$ cat config.mk
export PLATFORM = sky130hd
export DESIGN_NAME = fm_iq_discriminator_decimator
export DESIGN_NICKNAME = d
export VERILOG_FILES = /design/src/hw/rtl/fmd_pkg.sv /design/src/hw/rtl/fmd_ctrl.sv /design/src/hw/rtl/fmd_datapath.sv /design/src/hw/rtl/fm_iq_discriminator_decimator.sv
export SDC_FILE = /design/constraint.sdc
export NUM_CORES = 2
export LEC_CHECK = 0
export ABC_AREA = 0
export BUFFER_PORTS_ARGS = -buffer_cell sky130_fd_sc_hd__buf_2
export CAP_MARGIN = 40
export CORE_AREA = 2 2 317 319
export CTS_BUF_LIST = sky130_fd_sc_hd__clkbuf_4
export DETAILED_ROUTE_END_ITERATION = 10
export DIE_AREA = 0 0 319 321
export MAX_ROUTING_LAYER = met4
export PLACE_DENSITY = 0.94
export SLEW_MARGIN = 10
export SYNTH_ARGS = -nofsm -noshare
export SYNTH_HDL_FRONTEND = slang
export SYNTH_HIERARCHICAL = 1
export SYNTH_SLANG_ARGS = --single-unit
$ cat constraint.sdc
create_clock -name i_clk -period 16.35 [get_ports i_clk]
set_clock_uncertainty 0.2 [all_clocks]
set_input_delay 3.27 -clock i_clk [delete_from_list [all_inputs] [get_ports i_clk]]
set_output_delay 3.27 -clock i_clk [all_outputs]
set_load 0.02 [all_outputs]
$ cat src/hw/rtl/fmd_pkg.sv
// Package for the FM discriminator and decimator.
// Holds the beat structs, controller codes, fixed widths and the CORDIC arctangent table.
// No dependencies.
package fmd_pkg;

    // Width of the binary angle, where 2^(ANGLE_BITS-1) stands for pi.
    localparam int ANGLE_BITS = 16;
    // Raw angle can reach +pi, so one extra bit.
    localparam int DEMOD_W    = ANGLE_BITS + 1;
    // Angle after DC removal.
    localparam int DEMOD2_W   = DEMOD_W + 2;
    // DC estimate carries 16 fraction bits.
    localparam int DC_W       = DEMOD_W + 17;
    // Conjugate product components.
    localparam int RE_W       = 19;
    // CORDIC vector and angle accumulator (pi = 2^31).
    localparam int X_W        = 36;
    localparam int Z_W        = 34;
    // CORDIC step index width (table holds 24 entries).
    localparam int K_W        = 5;
    localparam int DECIM_W    = 11;
    localparam int ALPHA_W    = 16;
    localparam int CFG_W      = 16;

    // Configuration register indexes.
    localparam logic CFG_DECIM = 1'b0;
    localparam logic CFG_ALPHA = 1'b1;

    // Function codes of an input beat.
    localparam logic FUNC_PAIR  = 1'b0;
    localparam logic FUNC_FLUSH = 1'b1;

    typedef struct packed {
        logic       func;
        logic [7:0] i_sample;
        logic [7:0] q_sample;
    } t_in_item;

    typedef struct packed {
        logic signed [15:0] audio_value;
        logic               partial;
    } t_out_item;

    typedef enum logic [3:0] {
        ST_IDLE, ST_DECODE, ST_MUL, ST_PRE, ST_ITER, ST_ROUND, ST_DCMUL,
        ST_DCUPD, ST_DCSUB, ST_ACC, ST_CHECK, ST_DIVINIT, ST_DIV, ST_FIX, ST_OUT
    } t_state;

    typedef enum logic [3:0] {
        OP_NONE, OP_LOAD, OP_STORE, OP_MUL, OP_PRE, OP_ITER, OP_ROUND, OP_DCMUL,
        OP_DCUPD, OP_DCSUB, OP_ACC, OP_DIVINIT, OP_DIVSTEP, OP_DIVFIX, OP_EMIT
    } t_op;

    typedef struct packed {
        t_op            op;
        logic [K_W-1:0] k;
    } t_cmd;

    typedef struct packed {
        logic is_flush;
        logic seen_first;
        logic count_zero;
        logic dc_on;
        logic group_full;
        logic div_last;
        logic out_free;
    } t_status;

    // atan(2^-k) with pi = 2^31.
    function automatic logic [31:0] atan_of(input logic [K_W-1:0] k);
        logic [31:0] v;
        case (k)
            5'd0:    v = 32'd536870912;
            5'd1:    v = 32'd316933406;
            5'd2:    v = 32'd167458907;
            5'd3:    v = 32'd85004756;
            5'd4:    v = 32'd42667331;
            5'd5:    v = 32'd21354465;
            5'd6:    v = 32'd10679838;
            5'd7:    v = 32'd5340245;
            5'd8:    v = 32'd2670163;
            5'd9:    v = 32'd1335087;
            5'd10:   v = 32'd667544;
            5'd11:   v = 32'd333772;
            5'd12:   v = 32'd166886;
            5'd13:   v = 32'd83443;
            5'd14:   v = 32'd41722;
            5'd15:   v = 32'd20861;
            5'd16:   v = 32'd10430;
            5'd17:   v = 32'd5215;
            5'd18:   v = 32'd2608;
            5'd19:   v = 32'd1304;
            5'd20:   v = 32'd652;
            5'd21:   v = 32'd326;
            5'd22:   v = 32'd163;
            5'd23:   v = 32'd81;
            default: v = 32'd0;
        endcase
        return v;
    endfunction

endpackage

$ cat src/hw/rtl/fmd_ctrl.sv
// Sequencing state machine of the FM discriminator and decimator.
// Depends on fmd_pkg for the state, command and status types.
module fmd_ctrl #(
    parameter int CORDIC_STEPS = 16
) (
    input  logic            i_clk,
    input  logic            i_rst_n,
    input  logic            i_in_valid,
    input  fmd_pkg::t_status i_status,
    output fmd_pkg::t_cmd   o_cmd,
    output logic            o_in_stall
);
    import fmd_pkg::*;

    localparam logic [K_W-1:0] K_LAST = K_W'(CORDIC_STEPS - 1);

    t_state r_state, n_state;
    logic [K_W-1:0] r_k, n_k;

    // State and step counter registers.
    always_ff @(posedge i_clk) begin
        if (!i_rst_n) begin
            r_state <= ST_IDLE;
            r_k     <= '0;
        end else begin
            r_state <= n_state;
            r_k     <= n_k;
        end
    end

    // Next state.
    always_comb begin
        n_state = r_state;
        n_k     = r_k;
        unique case (r_state)
            ST_IDLE:    if (i_in_valid) n_state = ST_DECODE;
            ST_DECODE: begin
                if (i_status.is_flush) begin
                    n_state = i_status.count_zero ? ST_IDLE : ST_DIVINIT;
                end else if (!i_status.seen_first) begin
                    n_state = ST_IDLE;
                end else begin
                    n_state = ST_MUL;
                end
            end
            ST_MUL:     n_state = ST_PRE;
            ST_PRE: begin
                n_state = ST_ITER;
                n_k     = '0;
            end
            ST_ITER: begin
                n_k = r_k + 1'b1;
                if (r_k == K_LAST) n_state = ST_ROUND;
            end
            ST_ROUND:   n_state = i_status.dc_on ? ST_DCMUL : ST_ACC;
            ST_DCMUL:   n_state = ST_DCUPD;
            ST_DCUPD:   n_state = ST_DCSUB;
            ST_DCSUB:   n_state = ST_ACC;
            ST_ACC:     n_state = ST_CHECK;
            ST_CHECK:   n_state = i_status.group_full ? ST_DIVINIT : ST_IDLE;
            ST_DIVINIT: n_state = ST_DIV;
            ST_DIV:     if (i_status.div_last) n_state = ST_FIX;
            ST_FIX:     n_state = ST_OUT;
            ST_OUT:     if (i_status.out_free) n_state = ST_IDLE;
            default:    n_state = ST_IDLE;
        endcase
    end

    // Commands to the datapath.
    always_comb begin
        o_cmd.op   = OP_NONE;
        o_cmd.k    = r_k;
        o_in_stall = (r_state != ST_IDLE);
        unique case (r_state)
            ST_IDLE:    if (i_in_valid) o_cmd.op = OP_LOAD;
            ST_DECODE: begin
                if (!i_status.is_flush && !i_status.seen_first) o_cmd.op = OP_STORE;
            end
            ST_MUL:     o_cmd.op = OP_MUL;
            ST_PRE:     o_cmd.op = OP_PRE;
            ST_ITER:    o_cmd.op = OP_ITER;
            ST_ROUND:   o_cmd.op = OP_ROUND;
            ST_DCMUL:   o_cmd.op = OP_DCMUL;
            ST_DCUPD:   o_cmd.op = OP_DCUPD;
            ST_DCSUB:   o_cmd.op = OP_DCSUB;
            ST_ACC:     o_cmd.op = OP_ACC;
            ST_CHECK:   o_cmd.op = OP_NONE;
            ST_DIVINIT: o_cmd.op = OP_DIVINIT;
            ST_DIV:     o_cmd.op = OP_DIVSTEP;
            ST_FIX:     o_cmd.op = OP_DIVFIX;
            ST_OUT:     if (i_status.out_free) o_cmd.op = OP_EMIT;
            default:    o_cmd.op = OP_NONE;
        endcase
    end

    // The CORDIC step index never runs past the last step.
    a_k_range: assert property (@(posedge i_clk) disable iff (!i_rst_n)
        (r_state == ST_ITER) |-> (r_k <= K_LAST))
        else $error("CORDIC step index out of range");
    // A pair that was already stored leads into the multiply step.
    a_decode_mul: assert property (@(posedge i_clk) disable iff (!i_rst_n)
        (r_state == ST_MUL) |-> $past(r_state) == ST_DECODE)
        else $error("multiply step entered out of sequence");
    // The input side is stalled whenever the sequencer is busy.
    a_stall: assert property (@(posedge i_clk) disable iff (!i_rst_n)
        (r_state != ST_IDLE) |-> o_in_stall)
        else $error("input taken while busy");

endmodule

$ cat src/hw/rtl/fmd_datapath.sv
// Datapath of the FM discriminator and decimator: conjugate product, CORDIC,
// DC removal, group accumulator, restoring divider and output register. Uses fmd_pkg.
module fmd_datapath #(
    parameter int MAX_DECIM = 1024
) (
    input  logic                 i_clk,
    input  logic                 i_rst_n,
    input  fmd_pkg::t_cmd        i_cmd,
    input  fmd_pkg::t_in_item    i_in_data,
    input  logic                 i_cfg_we,
    input  logic                 i_cfg_index,
    input  logic [fmd_pkg::CFG_W-1:0] i_cfg_data,
    input  logic                 i_out_stall,
    output fmd_pkg::t_status     o_status,
    output logic                 o_out_valid,
    output fmd_pkg::t_out_item   o_out_data
);
    import fmd_pkg::*;

    localparam int CNT_W  = $clog2(MAX_DECIM + 1);
    localparam int LIM_W  = (CNT_W > DECIM_W) ? CNT_W : DECIM_W;
    localparam int SUM_W  = DEMOD2_W + CNT_W;
    localparam int DIVC_W = $clog2(SUM_W + 1);
    localparam int PROD_W = DC_W + 1 + ALPHA_W + 1;
    localparam logic [LIM_W-1:0] LIM_MAX = LIM_W'(MAX_DECIM);

    // Configuration registers.
    logic [DECIM_W-1:0] r_decim;
    logic [ALPHA_W-1:0] r_alpha;

    // Sample and CORDIC registers.
    logic                      r_func;
    logic signed [8:0]         r_ci, r_cq, r_last_i, r_last_q;
    logic                      r_seen;
    logic signed [RE_W-1:0]    r_re, r_im;
    logic                      r_zero;
    logic signed [X_W-1:0]     r_x, r_y;
    logic signed [Z_W-1:0]     r_z;

    // DC removal and group registers.
    logic signed [DEMOD2_W-1:0] r_demod;
    logic signed [PROD_W-1:0]   r_prod;
    logic signed [DC_W-1:0]     r_dc;
    logic signed [SUM_W-1:0]    r_sum;
    logic [CNT_W-1:0]           r_count;

    // Divider and output registers.
    logic                       r_neg;
    logic [SUM_W-1:0]           r_quo;
    logic [CNT_W-1:0]           r_rem;
    logic [DIVC_W-1:0]          r_div_cnt;
    logic signed [15:0]         r_res;
    logic                       r_out_valid;
    t_out_item                  r_out;

    logic [LIM_W-1:0]           lim;
    logic                       out_free;
    logic signed [X_W-1:0]      x0, y0, xs, ys;
    logic signed [Z_W-1:0]      atan_z, z_rnd;
    logic signed [DC_W:0]       dc_diff;
    logic signed [PROD_W-1:0]   dc_sum;
    logic signed [DC_W-1:0]     dc_rnd;
    logic [CNT_W:0]             div_shift;
    logic signed [SUM_W:0]      q_signed;

    // Group limit: zero acts as one, large values clamp to the maximum.
    always_comb begin
        if (r_decim == '0) begin
            lim = LIM_W'(1);
        end else if (LIM_W'(r_decim) > LIM_MAX) begin
            lim = LIM_MAX;
        end else begin
            lim = LIM_W'(r_decim);
        end
    end

    assign out_free = !r_out_valid || !i_out_stall;

    // Status to the controller.
    always_comb begin
        o_status.is_flush   = (r_func == FUNC_FLUSH);
        o_status.seen_first = r_seen;
        o_status.count_zero = (r_count == '0);
        o_status.dc_on      = (r_alpha != '0);
        o_status.group_full = (LIM_W'(r_count) >= lim);
        o_status.div_last   = (r_div_cnt == DIVC_W'(1));
        o_status.out_free   = out_free;
    end

    // Combinational helpers for the CORDIC, DC and divider steps.
    always_comb begin
        x0       = X_W'(r_re) <<< 16;
        y0       = X_W'(r_im) <<< 16;
        xs       = r_x >>> i_cmd.k;
        ys       = r_y >>> i_cmd.k;
        atan_z   = Z_W'(atan_of(i_cmd.k));
        z_rnd    = (r_z + (Z_W'(1) <<< (31 - ANGLE_BITS))) >>> (32 - ANGLE_BITS);
        dc_diff  = ((DC_W + 1)'(r_demod) <<< 16) - (DC_W + 1)'(r_dc);
        dc_sum   = PROD_W'(r_dc) + (r_prod >>> 16);
        dc_rnd   = (r_dc + DC_W'(32768)) >>> 16;
        div_shift = {r_rem, r_quo[SUM_W-1]};
        if (r_neg) begin
            q_signed = -$signed({1'b0, r_quo}) - (SUM_W + 1)'(r_rem != '0);
        end else begin
            q_signed = $signed({1'b0, r_quo});
        end
    end

    // Configuration writes.
    always_ff @(posedge i_clk) begin
        if (!i_rst_n) begin
            r_decim <= DECIM_W'(1);
            r_alpha <= '0;
        end else if (i_cfg_we) begin
            unique case (i_cfg_index)
                CFG_DECIM: r_decim <= i_cfg_data[DECIM_W-1:0];
                CFG_ALPHA: r_alpha <= i_cfg_data[ALPHA_W-1:0];
                default:   r_decim <= r_decim;
            endcase
        end
    end

    // Control state with reset: stored pair flag, DC level, group, output valid.
    always_ff @(posedge i_clk) begin
        if (!i_rst_n) begin
            r_seen      <= 1'b0;
            r_last_i    <= '0;
            r_last_q    <= '0;
            r_dc        <= '0;
            r_sum       <= '0;
            r_count     <= '0;
            r_div_cnt   <= '0;
            r_out_valid <= 1'b0;
        end else begin
            // A new result takes the register; otherwise a taken beat frees it.
            if (i_cmd.op == OP_EMIT) begin
                r_out_valid <= 1'b1;
            end else if (r_out_valid && !i_out_stall) begin
                r_out_valid <= 1'b0;
            end
            case (i_cmd.op)
                OP_STORE: begin
                    r_last_i <= r_ci;
                    r_last_q <= r_cq;
                    r_seen   <= 1'b1;
                end
                OP_MUL: begin
                    r_last_i <= r_ci;
                    r_last_q <= r_cq;
                end
                OP_DCUPD:   r_dc <= DC_W'(dc_sum);
                OP_ACC: begin
                    r_sum   <= r_sum + SUM_W'(r_demod);
                    r_count <= r_count + 1'b1;
                end
                OP_DIVINIT: r_div_cnt <= DIVC_W'(SUM_W);
                OP_DIVSTEP: r_div_cnt <= r_div_cnt - 1'b1;
                OP_DIVFIX: begin
                    r_sum   <= '0;
                    r_count <= '0;
                end
                default:    r_seen <= r_seen;
            endcase
        end
    end

    // Payload registers.
    always_ff @(posedge i_clk) begin
        case (i_cmd.op)
            OP_LOAD: begin
                r_func <= i_in_data.func;
                r_ci   <= $signed({1'b0, i_in_data.i_sample}) - 9'sd127;
                r_cq   <= $signed({1'b0, i_in_data.q_sample}) - 9'sd127;
            end
            OP_MUL: begin
                r_re <= RE_W'(r_ci) * RE_W'(r_last_i) + RE_W'(r_cq) * RE_W'(r_last_q);
                r_im <= RE_W'(r_cq) * RE_W'(r_last_i) - RE_W'(r_ci) * RE_W'(r_last_q);
            end
            OP_PRE: begin
                r_zero <= (r_re == '0) && (r_im == '0);
                if (r_re < 0) begin
                    if (r_im >= 0) begin
                        r_x <= y0;
                        r_y <= -x0;
                        r_z <= Z_W'(1073741824);
                    end else begin
                        r_x <= -y0;
                        r_y <= x0;
                        r_z <= -Z_W'(1073741824);
                    end
                end else begin
                    r_x <= x0;
                    r_y <= y0;
                    r_z <= '0;
                end
            end
            OP_ITER: begin
                if (r_y > 0) begin
                    r_x <= r_x + ys;
                    r_y <= r_y - xs;
                    r_z <= r_z + atan_z;
                end else begin
                    r_x <= r_x - ys;
                    r_y <= r_y + xs;
                    r_z <= r_z - atan_z;
                end
            end
            OP_ROUND:   r_demod <= r_zero ? '0 : DEMOD2_W'(DEMOD_W'(z_rnd));
            OP_DCMUL:   r_prod  <= PROD_W'(dc_diff) * PROD_W'($signed({1'b0, r_alpha}));
            OP_DCSUB:   r_demod <= r_demod - DEMOD2_W'(dc_rnd);
            OP_DIVINIT: begin
                r_neg <= r_sum[SUM_W-1];
                r_quo <= r_sum[SUM_W-1] ? SUM_W'(-r_sum) : SUM_W'(r_sum);
                r_rem <= '0;
            end
            OP_DIVSTEP: begin
                if (div_shift >= {1'b0, r_count}) begin
                    r_rem <= CNT_W'(div_shift - {1'b0, r_count});
                    r_quo <= {r_quo[SUM_W-2:0], 1'b1};
                end else begin
                    r_rem <= div_shift[CNT_W-1:0];
                    r_quo <= {r_quo[SUM_W-2:0], 1'b0};
                end
            end
            OP_DIVFIX: begin
                if (q_signed > (SUM_W + 1)'(32767)) begin
                    r_res <= 16'sh7FFF;
                end else if (q_signed < -(SUM_W + 1)'(32768)) begin
                    r_res <= -16'sh8000;
                end else begin
                    r_res <= 16'(q_signed);
                end
            end
            OP_EMIT: begin
                r_out.audio_value <= r_res;
                r_out.partial     <= r_func;
            end
            default: r_func <= r_func;
        endcase
    end

    assign o_out_valid = r_out_valid;
    assign o_out_data  = r_out;

    // The pending count never exceeds the group limit ceiling.
    a_count_max: assert property (@(posedge i_clk) disable iff (!i_rst_n)
        r_count <= CNT_W'(MAX_DECIM))
        else $error("group count above maximum");
    // A result is only loaded when the output register is free.
    a_emit_free: assert property (@(posedge i_clk) disable iff (!i_rst_n)
        (i_cmd.op == OP_EMIT) |-> out_free)
        else $error("result overwrote a pending beat");
    // A division never starts on an empty group.
    a_div_nonzero: assert property (@(posedge i_clk) disable iff (!i_rst_n)
        (i_cmd.op == OP_DIVINIT) |-> (r_count != '0))
        else $error("division by an empty group");

endmodule

$ cat src/hw/rtl/fm_iq_discriminator_decimator.sv
// FM polar discriminator with DC removal and decimation (top level).
// Instantiates fmd_ctrl and fmd_datapath; uses fmd_pkg.
//
// One input beat is handled at a time. A sample pair passes through the
// conjugate multiply, the iterative CORDIC and the accumulator, with the
// DC multiply, update and subtract steps added when the DC tracking gain
// is nonzero. The first pair after reset is only stored.
// A pair that completes a group, or a flush with values pending, also runs
// the one-bit-per-cycle restoring divider over SUM_W quotient bits that forms
// the floor mean, where SUM_W = ANGLE_BITS + 3 + clog2(MAX_DECIM + 1)
// (30 at the defaults). The finished result sits in an output register, so
// the next beat is taken while it waits; the block holds only if a second
// result is ready before the first is taken.
module fm_iq_discriminator_decimator #(
    parameter int MAX_DECIM    = 1024,
    parameter int CORDIC_STEPS = 16
) (
    input  logic                      i_clk,
    input  logic                      i_rst_n,
    input  logic                      i_in_valid,
    output logic                      o_in_stall,
    input  fmd_pkg::t_in_item         i_in_data,
    output logic                      o_out_valid,
    input  logic                      i_out_stall,
    output fmd_pkg::t_out_item        o_out_data,
    input  logic                      i_cfg_we,
    input  logic                      i_cfg_index,
    input  logic [fmd_pkg::CFG_W-1:0] i_cfg_data
);
    import fmd_pkg::*;

    t_cmd    cmd;
    t_status status;

    // Sequencer.
    fmd_ctrl #(
        .CORDIC_STEPS(CORDIC_STEPS)
    ) u_ctrl (
        .i_clk      (i_clk),
        .i_rst_n    (i_rst_n),
        .i_in_valid (i_in_valid),
        .i_status   (status),
        .o_cmd      (cmd),
        .o_in_stall (o_in_stall)
    );

    // Arithmetic and storage.
    fmd_datapath #(
        .MAX_DECIM(MAX_DECIM)
    ) u_datapath (
        .i_clk       (i_clk),
        .i_rst_n     (i_rst_n),
        .i_cmd       (cmd),
        .i_in_data   (i_in_data),
        .i_cfg_we    (i_cfg_we),
        .i_cfg_index (i_cfg_index),
        .i_cfg_data  (i_cfg_data),
        .i_out_stall (i_out_stall),
        .o_status    (status),
        .o_out_valid (o_out_valid),
        .o_out_data  (o_out_data)
    );

endmodule

==> impl_metrics.json <==
{
  "routed_via_density": 6.50,
  "post_cts.resized_instances": 0,
  "grt_first_pass_wirelength_um": 307000,
  "cell_accounting_for_the_most_synthesized_area": "sky130_fd_sc_hd__fa_1",
  "drtPass1Iterations": 9,
  "hold_end": "u_datapath/o_out_data[13]",
  "synth_enable_flop_cells": 291,
  "max-slew-margin-rel_pct": 25.3,
  "floorplan_row_count": 116,
  "synth-seq-cells": 427,
  "outcome": "completed",
  "hold_path_startpoint": "u_datapath/r_res[12]",
  "library_cells_used_by_synthesis": 100,
  "worst-endpoint-required_ns": 16.82,
  "routed-via-count": 58700,
  "synth_area_leaders": "sky130_fd_sc_hd__fa_1 (25%), sky130_fd_sc_hd__edfxtp_1 (13%), sky130_fd_sc_hd__ha_1 (10%), sky130_fd_sc_hd__inv_1 (6.2%), sky130_fd_sc_hd__nand2_1 (5.3%)",
  "die_w_um": 319,
  "setup-violations-final": 0,
  "global_route.overflow_total": 0,
  "pwr_density_cell_nw_per_um2": 99.8,
  "maxClockFrequency_mhz": 90.6,
  "h-tree-depth": 3,
  "synthesis.instances": 7696,
  "timing.critical_path.slowest_cell_delay_ns": 0.72,
  "placement.io_buffers": 57,
  "layout.core_utilization_pct": 72.4,
  "worst-setup-path-type": "reg2reg",
  "cp-end-kind": "register",
  "max-cap-violations": 0,
  "whs_path_depth": 0,
  "post-place-ws_ns": 5.45,
  "grt_setup_unrepaired": "no",
  "drt-wirelength-per-cell_um": 21.3,
  "synth.yosys.warnings": 6,
  "totalNegativeSetupSlack_ns": 0,
  "die-area_um2": 102000,
  "static-leakage-power_nw": 32.9,
  "grt_max_degree": 75,
  "drive_above_1_share_pct": 7.58,
  "final.setup.worst_slack_ns": 5.32,
  "holdBufCountCts": 0,
  "place_congestion": 0.998,
  "clock_sink_count": 427,
  "path_clk_slew_ns": 0.07,
  "critical_path_arrival_ns": 11.51,
  "global_route.usage.total_pct": 38.3,
  "dominantRegCellSynth": "sky130_fd_sc_hd__edfxtp_1",
  "peakVddDrop_v": 0.000379,
  "synthTopCellsByCount": "sky130_fd_sc_hd__inv_1 (1141), sky130_fd_sc_hd__nand2_1 (963), sky130_fd_sc_hd__fa_1 (871), sky130_fd_sc_hd__ha_1 (549), sky130_fd_sc_hd__nor2_1 (414)",
  "slew_viols_final": 0,
  "clock_latency_ns": 1.00,
  "syn_area_um2": 68800,
  "grt_pass1_vias": 61000,
  "synthesis.nets": 9155,
  "crit_top_cell": "sky130_fd_sc_hd__fa_1",
  "layout.filler_cells": 6394,
  "core-area_um2": 99300,
  "critPathSlowestCell": "sky130_fd_sc_hd__a211oi_1",
  "flow.area_growth_from_synthesis_pct": 4.53,
  "synth_top_area_share_pct": 25.4,
  "cts_tree": "done",
  "cts.repair_timing.setup_buffer_count": 0,
  "synth-async-reset-ratio_pct": 0,
  "start_kind": "register",
  "grt_antenna_before_repair": 12,
  "synth_sequential_area_ratio_pct": 16.7,
  "die_h_um": 321,
  "drc": 0,
  "synth.avg_cell_area_um2": 8.94,
  "r2r.worst_path.cells": 36,
  "drt.antenna.violating_nets": 0,
  "finalHoldViolCount": 0,
  "detailedPlacementHpwl_um": 143000,
  "cts-root-to-sink-buffers": 3,
  "synth_most_common_cell": "sky130_fd_sc_hd__inv_1",
  "initial_util_pct": 69.3,
  "fin_area_um2": 71900,
  "worst-path-max-fanout": 21,
  "finalCritPeriodShare_pct": 67.5,
  "totalWireLength_um": 193000,
  "reg2reg_setup_slack_ns": 5.32,
  "root_buffer": "sky130_fd_sc_hd__clkbuf_4",
  "reg2reg_from": "u_datapath/r_dc[0]",
  "worstHoldPathType": "reg2reg",
  "reg2reg_to": "u_datapath/r_prod[49]",
  "nets": 9083,
  "tritoncts.num_buffers": 115,
  "io_pins": 58,
  "fin_total_pwr_w": 0.00717,
  "detailed_place.area_um2": 70200,
  "drt_iter0_drc": 6901,
  "timing_worst_slew_pin_value_ns": 1.12,
  "period_needed_ns": 11.03
}
==> power by group <==
part           internal (W)  switching (W)  total, W  leakage (nW)
logic               0.00193        0.00267   0.00460          28.2
clock network      0.000510       0.000516   0.00103         0.897
registers           0.00142       0.000122   0.00154          3.78
==> metrics by stage <==
step / hold slack (ns) / instances
2_1_floorplan: 0.200 / 7696
3_3_place_gp: 0.203 / 8782
3_5_place_dp: 0.205 / 8794
4_1_cts: 0.215 / 9003
5_1_grt: 0.215 / 9025
6_report: 0.212 / 9028
==> flip-flops by register name (all words and copies together) (netlist names), 16 cells and up <==
| register | count |
|---|---|
| u_datapath/r_re | 19 |
| u_datapath/r_demod | 19 |
| u_datapath/r_quo | 30 |
| u_datapath/r_alpha | 16 |
| u_datapath/r_z | 33 |
| u_datapath/r_res | 16 |
| u_datapath/r_dc | 34 |
| u_datapath/r_x | 36 |
| u_datapath/r_im | 19 |
| u_datapath/r_prod | 34 |
| u_datapath/o_out_data | 17 |
| u_datapath/r_sum | 30 |
| u_datapath/r_y | 36 |
==> layer usage <==
metal / up-vias / share of wire [%] / track usage, %
li1: 25300 / - / -
met2: 4061 / 47 / 61.8
met4: 0 / 6.6 / 21.8
met3: 1159 / 12 / 8.41
met1: 28100 / 34 / 44.7
met5: - / 0 / -
==> how the worst max path moves through the flow <==
stage	startpoint	to	slack (ns)	depth (start not counted)
2_1_floorplan	u_datapath/r_dc[0]	u_datapath/r_prod[49]	6.83	36
3_3_place_gp	u_datapath/r_dc[0]	u_datapath/r_prod[49]	5.83	36
3_5_place_dp	u_datapath/r_dc[0]	u_datapath/r_prod[49]	5.45	36
4_1_cts	u_datapath/r_dc[0]	u_datapath/r_prod[49]	5.37	36
5_1_grt	u_datapath/r_dc[0]	u_datapath/r_prod[49]	4.67	36
6_report	u_datapath/r_dc[0]	u_datapath/r_prod[49]	5.32	36
==> cell type report <==
type,count,area [µm²],share of cell area (%)
Clock inverter,40,255,0.355
Timing Repair Buffer,165,1230,1.71
Multi-Input combinational cell,5769,51700,71.9
Inverter,1146,4300,5.99
Tap cell,1298,1620,2.26
Sequential cell,427,11500,16.0
Clock buffer,169,1270,1.76
Antenna cell,14,35.0,0.0487
==> placed cells by master (no fill, tap or decap), types with 15 or more instances in the layout <==
cell type                  synthesis  layout
sky130_fd_sc_hd__a21o_1          134     134
sky130_fd_sc_hd__o22ai_1          18      18
sky130_fd_sc_hd__inv_1          1141    1139
sky130_fd_sc_hd__a211o_1          18      18
sky130_fd_sc_hd__edfxtp_1        291     291
sky130_fd_sc_hd__mux2_2           44      44
sky130_fd_sc_hd__ha_1            549     549
sky130_fd_sc_hd__nor4_1           39      39
sky130_fd_sc_hd__xor2_1          194     189
sky130_fd_sc_hd__and3_1           34      34
sky130_fd_sc_hd__a31oi_1          36      36
sky130_fd_sc_hd__nand4_1          29      29
sky130_fd_sc_hd__clkinv_1          3      29
sky130_fd_sc_hd__o211ai_1         47      47
sky130_fd_sc_hd__or4_1            15      15
sky130_fd_sc_hd__and2_1          384     384
sky130_fd_sc_hd__a211oi_1         41      41
sky130_fd_sc_hd__or3_1            52      52
sky130_fd_sc_hd__xnor2_1         296     292
sky130_fd_sc_hd__o21bai_1         46      46
sky130_fd_sc_hd__nor3_1          106     102
sky130_fd_sc_hd__nand3_1         104     104
sky130_fd_sc_hd__dfxtp_1         136     126
sky130_fd_sc_hd__o21a_1           50      50
sky130_fd_sc_hd__mux4_2          107     107
sky130_fd_sc_hd__a21boi_0         18      18
sky130_fd_sc_hd__o21ai_0         286     284
sky130_fd_sc_hd__nor2b_1          49      49
sky130_fd_sc_hd__mux2i_1          69      69
sky130_fd_sc_hd__clkbuf_4          0     169
sky130_fd_sc_hd__o31ai_1          31      31
sky130_fd_sc_hd__nand2b_1         86      86
sky130_fd_sc_hd__buf_2            30      60
sky130_fd_sc_hd__nor2_1          414     408
sky130_fd_sc_hd__a22oi_1          22      22
sky130_fd_sc_hd__a21oi_1         387     387
sky130_fd_sc_hd__buf_4             6      88
sky130_fd_sc_hd__fa_1            871     871
sky130_fd_sc_hd__nand2_1         963     963
==> worst max-delay path: cells and delay by family (launching register included) <==
| family | cells | cell delay, ns |
|---|---|---|
| adder cells (fa/ha/maj) | 8 | 3.55 |
| AO/OA/AOI/OAI | 12 | 3.25 |
| AND/OR/NAND/NOR | 7 | 2.21 |
| buffers and inverters | 6 | 0.55 |
| flip-flops | 1 | 0.54 |
| XOR/XNOR | 3 | 0.47 |
==> cell families after synthesis <==
| family | after synthesis | share of synthesized area, % |
|---|---|---|
| flops | 427 | 16.7 |
| buf+inv | 1500 | 8.37 |
| fa+ha+maj | 1420 | 35.3 |
| mux | 223 | 5.30 |
| simple gates | 2360 | 16.4 |
| compound gates | 1276 | 11.7 |
| xor+xnor | 490 | 6.24 |
(Power assumes the default switching activity.)
